### src/hdl/ias_pkg.sv
package ias_pkg;

    // Field widths of the block's ports.
    localparam int SAMPLE_W   = 16;
    localparam int AXIS_W     = 24;
    localparam int CFG_IDX_W  = 3;
    localparam int CFG_DATA_W = 16;

    // Default number of fraction bits of the axis value.
    localparam int FRAC_BITS_DEF = 16;

    // Movement mode divides by frame time times this factor.
    localparam int MOVE_DIVISOR = 7500;

    // Divisor is at most 65535 * 7500, which needs 29 bits.
    localparam int DIV_W  = 29;
    localparam int QUOT_W = 24;

    localparam logic signed [AXIS_W-1:0] OUT_MAX = 24'sh7FFFFF;
    localparam logic signed [AXIS_W-1:0] OUT_MIN = 24'sh800000;

    // Configuration register indexes.
    localparam logic [CFG_IDX_W-1:0] CFG_MODE        = 3'd0;
    localparam logic [CFG_IDX_W-1:0] CFG_INVERT      = 3'd1;
    localparam logic [CFG_IDX_W-1:0] CFG_DEAD_ZONE   = 3'd2;
    localparam logic [CFG_IDX_W-1:0] CFG_GRAVITY     = 3'd3;
    localparam logic [CFG_IDX_W-1:0] CFG_SENSITIVITY = 3'd4;

    // Mode codes.
    localparam logic [1:0] MODE_AXIS   = 2'd0;
    localparam logic [1:0] MODE_BUTTON = 2'd1;
    localparam logic [1:0] MODE_MOVE   = 2'd2;
    localparam logic [1:0] MODE_NONE   = 2'd3;

    localparam logic [15:0] RATE_RST = 16'd768;

    typedef struct packed {
        logic capture;
        logic mul;
        logic raw;
        logic eval;
        logic div_step;
        logic commit;
    } t_ctrl_cmd;

    typedef struct packed {
        logic need_div;
    } t_dp_status;

endpackage

### src/hdl/ias_ctrl.sv
module ias_ctrl (
    input  logic                  i_clk,
    input  logic                  i_rst_n,
    input  logic                  i_in_valid,
    input  logic                  i_out_stall,
    input  ias_pkg::t_dp_status   i_status,
    output logic                  o_in_stall,
    output logic                  o_out_valid,
    output ias_pkg::t_ctrl_cmd    o_cmd
);

    localparam logic [2:0] S_IDLE = 3'd0;
    localparam logic [2:0] S_MUL  = 3'd1;
    localparam logic [2:0] S_RAW  = 3'd2;
    localparam logic [2:0] S_EVAL = 3'd3;
    localparam logic [2:0] S_DIV  = 3'd4;
    localparam logic [2:0] S_DONE = 3'd5;

    localparam int CNT_W = $clog2(ias_pkg::QUOT_W);
    localparam logic [CNT_W-1:0] CNT_LAST = CNT_W'(ias_pkg::QUOT_W - 1);

    logic [2:0]       r_state, n_state;
    logic [CNT_W-1:0] r_cnt, n_cnt;
    logic             r_out_valid, n_out_valid;
    logic             out_free;

    assign out_free = !r_out_valid || !i_out_stall;

    always_comb begin
        n_state       = r_state;
        n_cnt         = r_cnt;
        o_cmd         = '0;
        unique case (r_state)
            S_IDLE: begin
                if (i_in_valid) begin
                    o_cmd.capture = 1'b1;
                    n_state       = S_MUL;
                end
            end
            S_MUL: begin
                o_cmd.mul = 1'b1;
                n_state   = S_RAW;
            end
            S_RAW: begin
                o_cmd.raw = 1'b1;
                n_state   = S_EVAL;
            end
            S_EVAL: begin
                o_cmd.eval = 1'b1;
                n_cnt      = '0;
                n_state    = i_status.need_div ? S_DIV : S_DONE;
            end
            S_DIV: begin
                o_cmd.div_step = 1'b1;
                n_cnt          = r_cnt + 1'b1;
                if (r_cnt == CNT_LAST) begin
                    n_state = S_DONE;
                end
            end
            S_DONE: begin
                // The result waits here until the output register is free.
                if (out_free) begin
                    o_cmd.commit = 1'b1;
                    n_state      = S_IDLE;
                end
            end
            default: begin
                n_state = S_IDLE;
            end
        endcase
    end

    always_comb begin
        if (o_cmd.commit) begin
            n_out_valid = 1'b1;
        end else if (r_out_valid && !i_out_stall) begin
            n_out_valid = 1'b0;
        end else begin
            n_out_valid = r_out_valid;
        end
    end

    always_ff @(posedge i_clk) begin
        if (!i_rst_n) begin
            r_state     <= S_IDLE;
            r_cnt       <= '0;
            r_out_valid <= 1'b0;
        end else begin
            r_state     <= n_state;
            r_cnt       <= n_cnt;
            r_out_valid <= n_out_valid;
        end
    end

    assign o_in_stall  = (r_state != S_IDLE);
    assign o_out_valid = r_out_valid;

endmodule

### src/hdl/ias_datapath.sv
module ias_datapath #(
    parameter int FRAC_BITS = ias_pkg::FRAC_BITS_DEF
) (
    input  logic                                  i_clk,
    input  logic                                  i_rst_n,
    input  logic                                  i_cfg_we,
    input  logic [ias_pkg::CFG_IDX_W-1:0]         i_cfg_index,
    input  logic [ias_pkg::CFG_DATA_W-1:0]        i_cfg_data,
    input  logic                                  i_button_pos,
    input  logic                                  i_button_alt_pos,
    input  logic                                  i_button_neg,
    input  logic                                  i_button_alt_neg,
    input  logic signed [ias_pkg::SAMPLE_W-1:0]   i_stick_sample,
    input  logic signed [ias_pkg::SAMPLE_W-1:0]   i_mouse_delta,
    input  logic [ias_pkg::SAMPLE_W-1:0]          i_delta_time,
    input  ias_pkg::t_ctrl_cmd                    i_cmd,
    output ias_pkg::t_dp_status                   o_status,
    output logic signed [ias_pkg::AXIS_W-1:0]     o_axis_value,
    output logic signed [ias_pkg::AXIS_W-1:0]     o_raw_value,
    output logic                                  o_saturated
);

    localparam int AXIS_W  = ias_pkg::AXIS_W;
    localparam int DIV_W   = ias_pkg::DIV_W;
    localparam int QUOT_W  = ias_pkg::QUOT_W;
    // Movement raw value is |delta * sensitivity| < 2^31 scaled by 2^(FRAC_BITS-8).
    localparam int RAW_W   = FRAC_BITS + 24;
    localparam int MAG_W   = FRAC_BITS + 23;
    localparam int STEP_SH = 24 - FRAC_BITS;
    localparam int STEP_W  = 32 - STEP_SH;
    localparam int SUM_W   = ((STEP_W + 1 > AXIS_W) ? STEP_W + 1 : AXIS_W) + 1;
    localparam int TOP_W   = MAG_W - 8;
    localparam int CMP_W   = (TOP_W > DIV_W) ? TOP_W : DIV_W;

    localparam logic signed [RAW_W-1:0] ONE_R = RAW_W'(2 ** FRAC_BITS);
    localparam logic signed [SUM_W-1:0] ONE_S = SUM_W'(2 ** FRAC_BITS);

    // Configuration registers.
    logic [1:0]  r_mode;
    logic        r_invert;
    logic [15:0] r_dead_zone;
    logic [15:0] r_gravity;
    logic [15:0] r_sensitivity;

    // Captured transaction.
    logic                       r_btn_p, r_btn_n;
    logic signed [15:0]         r_stick, r_mouse;
    logic [15:0]                r_dt;

    // Products.
    logic signed [31:0]         r_prod;
    logic [DIV_W-1:0]           r_divisor;
    logic [STEP_W-1:0]          r_step_g, r_step_s;

    // Raw value and its magnitude.
    logic signed [RAW_W-1:0]    r_raw;
    logic [MAG_W-1:0]           r_mag;

    // Evaluation results and divider.
    logic signed [AXIS_W-1:0]   r_next_axis, n_next_axis;
    logic                       r_sat, n_sat;
    logic signed [AXIS_W-1:0]   r_raw_out;
    logic                       r_need_div, n_need_div;
    logic                       r_neg;
    logic [DIV_W-1:0]           r_rem;
    logic [QUOT_W-1:0]          r_low, r_quot;

    logic signed [AXIS_W-1:0]   r_axis;

    // Multiplier stage.
    logic signed [32:0]         prod_full;
    logic [DIV_W-1:0]           div_full;
    logic [31:0]                grav_full, sens_full;

    assign prod_full = r_mouse * $signed({1'b0, r_sensitivity});
    assign div_full  = DIV_W'(r_dt) * DIV_W'(ias_pkg::MOVE_DIVISOR);
    assign grav_full = 32'(r_gravity) * 32'(r_dt);
    assign sens_full = 32'(r_sensitivity) * 32'(r_dt);

    // Raw stage.
    logic signed [FRAC_BITS+15:0] stick_q;
    logic signed [RAW_W-1:0]      pre_move;
    logic signed [RAW_W-1:0]      pre_btn;
    logic signed [RAW_W-1:0]      pre;
    logic signed [RAW_W-1:0]      pre_neg;

    assign stick_q  = $signed({r_stick, {FRAC_BITS{1'b0}}}) >>> 15;
    assign pre_move = RAW_W'(r_prod) <<< (FRAC_BITS - 8);
    assign pre_btn  = (r_btn_p ? ONE_R : '0) - (r_btn_n ? ONE_R : '0);
    assign pre_neg  = -pre;

    always_comb begin
        unique case (r_mode)
            ias_pkg::MODE_AXIS:   pre = RAW_W'(stick_q);
            ias_pkg::MODE_BUTTON: pre = pre_btn;
            ias_pkg::MODE_MOVE:   pre = pre_move;
            ias_pkg::MODE_NONE:   pre = '0;
            default:              pre = '0;
        endcase
    end

    // Evaluation stage.
    logic [FRAC_BITS+15:0]      dz_wide;
    logic [FRAC_BITS-1:0]       dead;
    logic                       below_dead, atmost_dead;
    logic                       raw_neg, raw_pos, mag_zero;
    logic [RAW_W-AXIS_W:0]      raw_top;
    logic                       raw_fits;
    logic signed [AXIS_W-1:0]   raw_sat;
    logic                       ovf;
    logic signed [SUM_W-1:0]    st_w, sg, ss;
    logic signed [SUM_W-1:0]    dec_dn, dec_up, ramp_up, ramp_dn, btn_next;

    assign dz_wide     = {r_dead_zone, {FRAC_BITS{1'b0}}};
    assign dead        = dz_wide[FRAC_BITS+15:16];
    assign below_dead  = r_mag <  MAG_W'(dead);
    assign atmost_dead = r_mag <= MAG_W'(dead);
    assign raw_neg     = r_raw[RAW_W-1];
    assign mag_zero    = (r_mag == '0);
    assign raw_pos     = !raw_neg && !mag_zero;

    assign raw_top  = r_raw[RAW_W-1:AXIS_W-1];
    assign raw_fits = (&raw_top) || !(|raw_top);
    assign raw_sat  = raw_fits ? r_raw[AXIS_W-1:0]
                    : (raw_neg ? ias_pkg::OUT_MIN : ias_pkg::OUT_MAX);

    // Quotient reaches 2^24 exactly when the top of the dividend reaches the divisor.
    assign ovf = CMP_W'(r_mag >> 8) >= CMP_W'(r_divisor);

    assign st_w    = SUM_W'(r_axis);
    assign sg      = $signed(SUM_W'(r_step_g));
    assign ss      = $signed(SUM_W'(r_step_s));
    assign dec_dn  = st_w - sg;
    assign dec_up  = st_w + sg;
    assign ramp_up = st_w + ss;
    assign ramp_dn = st_w - ss;

    always_comb begin
        btn_next = st_w;
        if (atmost_dead) begin
            if (st_w > 0) begin
                btn_next = (dec_dn < 0) ? '0 : dec_dn;
            end else if (st_w < 0) begin
                btn_next = (dec_up > 0) ? '0 : dec_up;
            end
        end else begin
            btn_next = raw_pos ? ramp_up : ramp_dn;
            if (btn_next > ONE_S) begin
                btn_next = ONE_S;
            end else if (btn_next < -ONE_S) begin
                btn_next = -ONE_S;
            end
        end
    end

    always_comb begin
        n_next_axis = r_axis;
        n_sat       = !raw_fits;
        n_need_div  = 1'b0;
        unique case (r_mode)
            ias_pkg::MODE_AXIS: begin
                n_next_axis = below_dead ? '0 : raw_sat;
            end
            ias_pkg::MODE_BUTTON: begin
                n_next_axis = AXIS_W'(btn_next);
            end
            ias_pkg::MODE_MOVE: begin
                if (below_dead || mag_zero) begin
                    n_next_axis = '0;
                end else if (r_dt == '0) begin
                    n_sat       = 1'b1;
                    n_next_axis = raw_neg ? ias_pkg::OUT_MIN : ias_pkg::OUT_MAX;
                end else if (ovf) begin
                    // A large negative quotient clamps to the lower limit unflagged.
                    n_next_axis = raw_neg ? ias_pkg::OUT_MIN : ias_pkg::OUT_MAX;
                    n_sat       = n_sat || !raw_neg;
                end else begin
                    n_need_div = 1'b1;
                end
            end
            ias_pkg::MODE_NONE: begin
                n_next_axis = r_axis;
            end
            default: begin
                n_next_axis = r_axis;
            end
        endcase
    end

    assign o_status.need_div = n_need_div;

    // Restoring division step.
    logic [DIV_W:0]  trial_shift;
    logic [DIV_W:0]  trial_diff;
    logic            trial_ge;

    assign trial_shift = {r_rem, r_low[QUOT_W-1]};
    assign trial_diff  = trial_shift - {1'b0, r_divisor};
    assign trial_ge    = trial_shift >= {1'b0, r_divisor};

    // Final movement result from the quotient.
    logic                       q_big;
    logic signed [AXIS_W-1:0]   div_val;
    logic                       div_sat;
    logic signed [AXIS_W-1:0]   axis_new;

    assign q_big = r_quot[QUOT_W-1];

    always_comb begin
        if (!r_neg) begin
            div_val = q_big ? ias_pkg::OUT_MAX : $signed(r_quot);
            div_sat = q_big;
        end else begin
            div_val = q_big ? ias_pkg::OUT_MIN : -$signed(r_quot);
            div_sat = 1'b0;
        end
    end

    assign axis_new = r_need_div ? div_val : r_next_axis;

    // Configuration and state registers.
    always_ff @(posedge i_clk) begin
        if (!i_rst_n) begin
            r_mode        <= ias_pkg::MODE_AXIS;
            r_invert      <= 1'b0;
            r_dead_zone   <= '0;
            r_gravity     <= ias_pkg::RATE_RST;
            r_sensitivity <= ias_pkg::RATE_RST;
            r_axis        <= '0;
        end else begin
            if (i_cfg_we) begin
                unique case (i_cfg_index)
                    ias_pkg::CFG_MODE:        r_mode        <= i_cfg_data[1:0];
                    ias_pkg::CFG_INVERT:      r_invert      <= i_cfg_data[0];
                    ias_pkg::CFG_DEAD_ZONE:   r_dead_zone   <= i_cfg_data;
                    ias_pkg::CFG_GRAVITY:     r_gravity     <= i_cfg_data;
                    ias_pkg::CFG_SENSITIVITY: r_sensitivity <= i_cfg_data;
                    default: begin
                    end
                endcase
            end
            if (i_cmd.commit) begin
                r_axis <= axis_new;
            end
        end
    end

    // Payload registers.
    always_ff @(posedge i_clk) begin
        if (i_cmd.capture) begin
            r_btn_p <= i_button_pos || i_button_alt_pos;
            r_btn_n <= i_button_neg || i_button_alt_neg;
            r_stick <= i_stick_sample;
            r_mouse <= i_mouse_delta;
            r_dt    <= i_delta_time;
        end
        if (i_cmd.mul) begin
            r_prod    <= prod_full[31:0];
            r_divisor <= div_full;
            r_step_g  <= grav_full[31:STEP_SH];
            r_step_s  <= sens_full[31:STEP_SH];
        end
        if (i_cmd.raw) begin
            r_raw <= r_invert ? pre_neg : pre;
            r_mag <= pre[RAW_W-1] ? pre_neg[MAG_W-1:0] : pre[MAG_W-1:0];
        end
        if (i_cmd.eval) begin
            r_next_axis <= n_next_axis;
            r_sat       <= n_sat;
            r_raw_out   <= raw_sat;
            r_need_div  <= n_need_div;
            r_neg       <= raw_neg;
            r_rem       <= DIV_W'(r_mag >> 8);
            r_low       <= {r_mag[7:0], 16'd0};
            r_quot      <= '0;
        end
        if (i_cmd.div_step) begin
            r_rem  <= trial_ge ? trial_diff[DIV_W-1:0] : trial_shift[DIV_W-1:0];
            r_low  <= {r_low[QUOT_W-2:0], 1'b0};
            r_quot <= {r_quot[QUOT_W-2:0], trial_ge};
        end
        if (i_cmd.commit) begin
            o_axis_value <= axis_new;
            o_raw_value  <= r_raw_out;
            o_saturated  <= r_sat || (r_need_div && div_sat);
        end
    end

endmodule

### src/hdl/input_axis_smoother_core.sv
// Channel   Direction  Handshake                    Payload
// input     in         i_in_valid / o_in_stall      buttons, stick sample, mouse delta, frame time
// output    out        o_out_valid / i_out_stall    axis value, raw value, saturated flag
// config    in         i_cfg_valid / o_cfg_ready    register index, write data
//
// An item passes from the capture through the multiply, raw and evaluate states; in movement
// mode it may also run the radix-2 restoring divider, which adds one quotient bit per cycle
// until all 24 quotient bits are formed. The result is then loaded into the output register.
// One item is in work at a time; the input is accepted again once its result is loaded
// into the output register, even while that result is still stalled. A stalled result
// keeps the next one waiting in its done state. Reset is synchronous and active low.
module input_axis_smoother_core #(
    parameter int FRAC_BITS = ias_pkg::FRAC_BITS_DEF
) (
    input  logic                                  i_clk,
    input  logic                                  i_rst_n,
    input  logic                                  i_cfg_valid,
    output logic                                  o_cfg_ready,
    input  logic [ias_pkg::CFG_IDX_W-1:0]         i_cfg_index,
    input  logic [ias_pkg::CFG_DATA_W-1:0]        i_cfg_data,
    input  logic                                  i_in_valid,
    output logic                                  o_in_stall,
    input  logic                                  i_button_pos,
    input  logic                                  i_button_alt_pos,
    input  logic                                  i_button_neg,
    input  logic                                  i_button_alt_neg,
    input  logic signed [ias_pkg::SAMPLE_W-1:0]   i_stick_sample,
    input  logic signed [ias_pkg::SAMPLE_W-1:0]   i_mouse_delta,
    input  logic [ias_pkg::SAMPLE_W-1:0]          i_delta_time,
    output logic                                  o_out_valid,
    input  logic                                  i_out_stall,
    output logic signed [ias_pkg::AXIS_W-1:0]     o_axis_value,
    output logic signed [ias_pkg::AXIS_W-1:0]     o_raw_value,
    output logic                                  o_saturated
);

    ias_pkg::t_ctrl_cmd  cmd;
    ias_pkg::t_dp_status status;

    assign o_cfg_ready = 1'b1;

    ias_ctrl u_ctrl (
        .i_clk       (i_clk),
        .i_rst_n     (i_rst_n),
        .i_in_valid  (i_in_valid),
        .i_out_stall (i_out_stall),
        .i_status    (status),
        .o_in_stall  (o_in_stall),
        .o_out_valid (o_out_valid),
        .o_cmd       (cmd)
    );

    ias_datapath #(
        .FRAC_BITS (FRAC_BITS)
    ) u_datapath (
        .i_clk            (i_clk),
        .i_rst_n          (i_rst_n),
        .i_cfg_we         (i_cfg_valid && o_cfg_ready),
        .i_cfg_index      (i_cfg_index),
        .i_cfg_data       (i_cfg_data),
        .i_button_pos     (i_button_pos),
        .i_button_alt_pos (i_button_alt_pos),
        .i_button_neg     (i_button_neg),
        .i_button_alt_neg (i_button_alt_neg),
        .i_stick_sample   (i_stick_sample),
        .i_mouse_delta    (i_mouse_delta),
        .i_delta_time     (i_delta_time),
        .i_cmd            (cmd),
        .o_status         (status),
        .o_axis_value     (o_axis_value),
        .o_raw_value      (o_raw_value),
        .o_saturated      (o_saturated)
    );

endmodule

### config.mk
export PLATFORM = sky130hd
export DESIGN_NAME = input_axis_smoother_core
export DESIGN_NICKNAME = d
export VERILOG_FILES = /design/src/hdl/ias_pkg.sv /design/src/hdl/ias_ctrl.sv /design/src/hdl/ias_datapath.sv /design/src/hdl/input_axis_smoother_core.sv
export SDC_FILE = /design/constraint.sdc
export NUM_CORES = 2
export LEC_CHECK = 0
export BUFFER_PORTS_ARGS = -buffer_cell sky130_fd_sc_hd__buf_2
export CAP_MARGIN = 40
export CORE_ASPECT_RATIO = 1.25
export CORE_UTILIZATION = 40
export CTS_CLUSTER_SIZE = 20
export DETAILED_ROUTE_END_ITERATION = 7
export GPL_TIMING_DRIVEN = 0
export SYNTH_ARGS = -nofsm -noshare
export SYNTH_HDL_FRONTEND = slang
export SYNTH_SLANG_ARGS = --single-unit
### constraint.sdc
create_clock -name i_clk -period 10.66 [get_ports i_clk]
set_input_delay 0.533 -clock i_clk [delete_from_list [all_inputs] [get_ports i_clk]]
set_output_delay 0.533 -clock i_clk [all_outputs]
set_load 0.005 [all_outputs]
==> run metrics <==
Clock Sink Count 477; number of max-cap violations 0; Placer Congestion 0.997; setup TNS 0 ps; DR vias 43608; postcts setup bufs 0; Post-CTS Resized 0; CP Data Required Time 11050 ps; Area Growth Syn to Fin 10.6%; Final min period 8490 ps; Max clock buf depth 3; initial antenna violation count 11; P_leak 27.9 nW; Netlist cell types 86; EDFF count, synth 393; via/cell ratio between 5 and 6; Final Cycle Share roughly 80%; antenna-violating nets left 0; ratio of cells with drive above 1 in the final layout 5.24%; first-pass GRT wire length ~270000 microns; Worst-path clk slew 60 ps; f_max roughly 0.12 GHz; Die X 335 microns; Initial Util 40.4%; share of flip-flops with an asynchronous set or reset 0%; most frequent cells in the layout inv_1 (920), nand2_1 (837), fa_1 (645); Port Buffers 125; 1st-pass router iterations 5; Post-synth top flop edfxtp_1; CTS tree done; Tot Pwr 11.8 mW; Critical Path AT 8880 ps; area post-placement slightly below 60000 sq um; Max IR drop VDD 0.000203 V; TritonCTS Buffers 56; hpwl dp 150000 microns; RSZ-0062 raised after global routing no; PwrDens 193 nW/um^2; CTS root buf clkbuf_16; endpoint type of the worst setup path flop; I/O pin count between 100 and 150; DRC 0; nets 7467; Synth Register Bits approximately 480; number of global-route vias before repair 44404; status completed; Synth Net Count 7207; Setup CP Type flop to flop; Clock Skew 43.5 ps; most common cell after layout, fill and taps aside inv_1; violation count after the first detailed-route iteration 3111; largest net degree at the start of global routing 38; GRT Util Overall 25.9%; CTS HTree Levels 2; Hold WC Path Type input pin to flop; Skew-Pair Late Insertion Delay roughly 680 ps; Avg WL per Cell roughly 22 microns; type of origin of the critical path flop; die area about 140000 sq um; Post-Syn Instances 5932; area of the core 138000 sq um; synthesized cell area between 50000 and 60000 sq um; Pins Over Slew Limit 0; register area share after synthesis 24.3%; final instance area 61400 sq um; Worst Tran Pin Value 889 ps; fillcell total 13369; yosys warns 0; Slew headroom between 30% and 40%; Die Span Y 419 microns; final count of hold timing violations 0; total grt overflow 0; final setup vio count 0; Hold Path Stages 1; Final Routed Wirelength 180000 microns; Std-Cell Rows ~150; Worst Reg-to-Reg Cells 24; reg2reg setup slack 2170 ps; synthesized area per cell 9.36 sq um; critical path peak fanout 10
sequential cells by signal (all words and copies together), names as in the netlist, 27 cells and up:
name                  cells
u_datapath.r_divisor     27
u_datapath.r_mag         37
u_datapath.r_prod        32
u_datapath.r_rem         29
u_datapath.r_raw         39
timing repair:
action	in CTS	in global routing
setup endpoints to repair	0	0
hold buffers	34	0
hold endpoints to repair	34	0
per-layer routing:
layer | global-route usage [%] | part of all wire (%) | vias up
met3 | 2.98 | 6.2 | 420
li1 | - | - | 20051
met4 | 13.1 | 5.8 | 0
met1 | 32.8 | 41 | 21539
met5 | 0 | 0 | -
met2 | 43.4 | 47 | 1598
power breakdown:
group	switching, mW	internal (mW)
Sequential	0.302	2.65
Combinational	4.12	2.75
Clock	0.856	1.15
Total	5.28	6.55
stage by stage:
step	hold slack, ps	worst slack (ps)	util, %	instances
6_report	43.9	2170	44.7	8090
3_5_place_dp	405	2110	43.0	7948
5_1_grt	27.9	1640	44.7	8086
3_3_place_gp	404	931	42.5	7905
4_1_cts	0.233	2050	44.7	8085
2_1_floorplan	400	3790	-	5932
critical path, cell delays in order, from the launching register on:
cell      delay [ps]
edfxtp_1         770
buf_8            250
clkbuf_1         680
nand2_1          180
fa_1             560
inv_1             50
fa_1             450
ha_1             330
fa_1             540
inv_1             50
fa_1             530
inv_1             50
fa_1             470
ha_1             350
a21o_1           190
a21o_1           170
a21oi_1          180
nor2_1            60
a211oi_1         510
a21oi_1          210
a21oi_1          440
o21ai_0          340
a211o_1          360
a21oi_1          180
xnor2_1          270
synth_stat cells (10+ instances only):
cell	number	share of area (%)
a211o_1	15	0.24
o211ai_1	23	0.31
mux2i_1	38	0.69
o21ai_0	175	1.6
o31ai_1	35	0.47
xnor2_1	172	2.7
a31oi_1	19	0.21
o21a_1	41	0.55
a2111oi_0	11	0.17
xor2_1	72	1.1
nand3_1	59	0.53
inv_1	921	6.2
dfxtp_1	84	3.0
mux2_2	16	0.32
or3_1	26	0.29
and2_1	311	3.5
a221oi_1	18	0.28
clkbuf_1	249	1.7
a21oi_1	212	1.9
nand2_1	837	5.7
o221ai_1	15	0.24
o21bai_1	28	0.38
and3_1	46	0.52
a21o_1	114	1.5
a21boi_0	76	1.0
nor3b_1	13	0.18
a211oi_1	31	0.42
nand4_1	38	0.43
nand2b_1	49	0.55
fa_1	645	23
nor2b_1	46	0.52
o31a_1	11	0.17
ha_1	554	12
edfxtp_1	393	21
nor3_1	81	0.73
nor4_1	30	0.34
or2_2	20	0.23
a221o_1	10	0.18
nor2_1	240	1.6
logic make-up (layout without fill, tap and decap cells):
logic type,after synthesis,after routing,share of synthesized area [%]
XOR/XNOR,244,244,3.85
AO/OA/AOI/OAI,938,938,11.4
multiplexers,54,54,1.01
buffers and inverters,1188,1493,8.07
AND/OR/NAND/NOR,1831,1831,15.7
flip-flops,477,477,24.3
other,1,6,0.00675
adder cells (fa/ha/maj),1199,1199,35.7
final cells by class:
class / instances / area [sq um] / share of cell area [%]
repair buffers: 202 / 1640 / 2.67
clock inverters: 33 / 404 / 0.658
well taps: 1848 / 2310 / 3.76
diodes: 5 / 12.5 / 0.0204
inverters: 921 / 3460 / 5.63
flip-flops and latches: 477 / 13500 / 22.0
multi-input cells: 4267 / 37600 / 61.2
clock buffers: 70 / 1490 / 2.43
plain buffers: 267 / 1020 / 1.67
path summary, 6_finish.rpt:
path                            start                          to
min                 i_mouse_delta[10]      u_datapath.r_mouse[10]
max                u_datapath.r_dt[9]     u_datapath.r_step_g[22]
max reg2reg        u_datapath.r_dt[9]     u_datapath.r_step_g[22]
min reg2reg  u_datapath.r_raw_out[17]  u_datapath.o_raw_value[17]
Power figures use the tool's default switching activity.
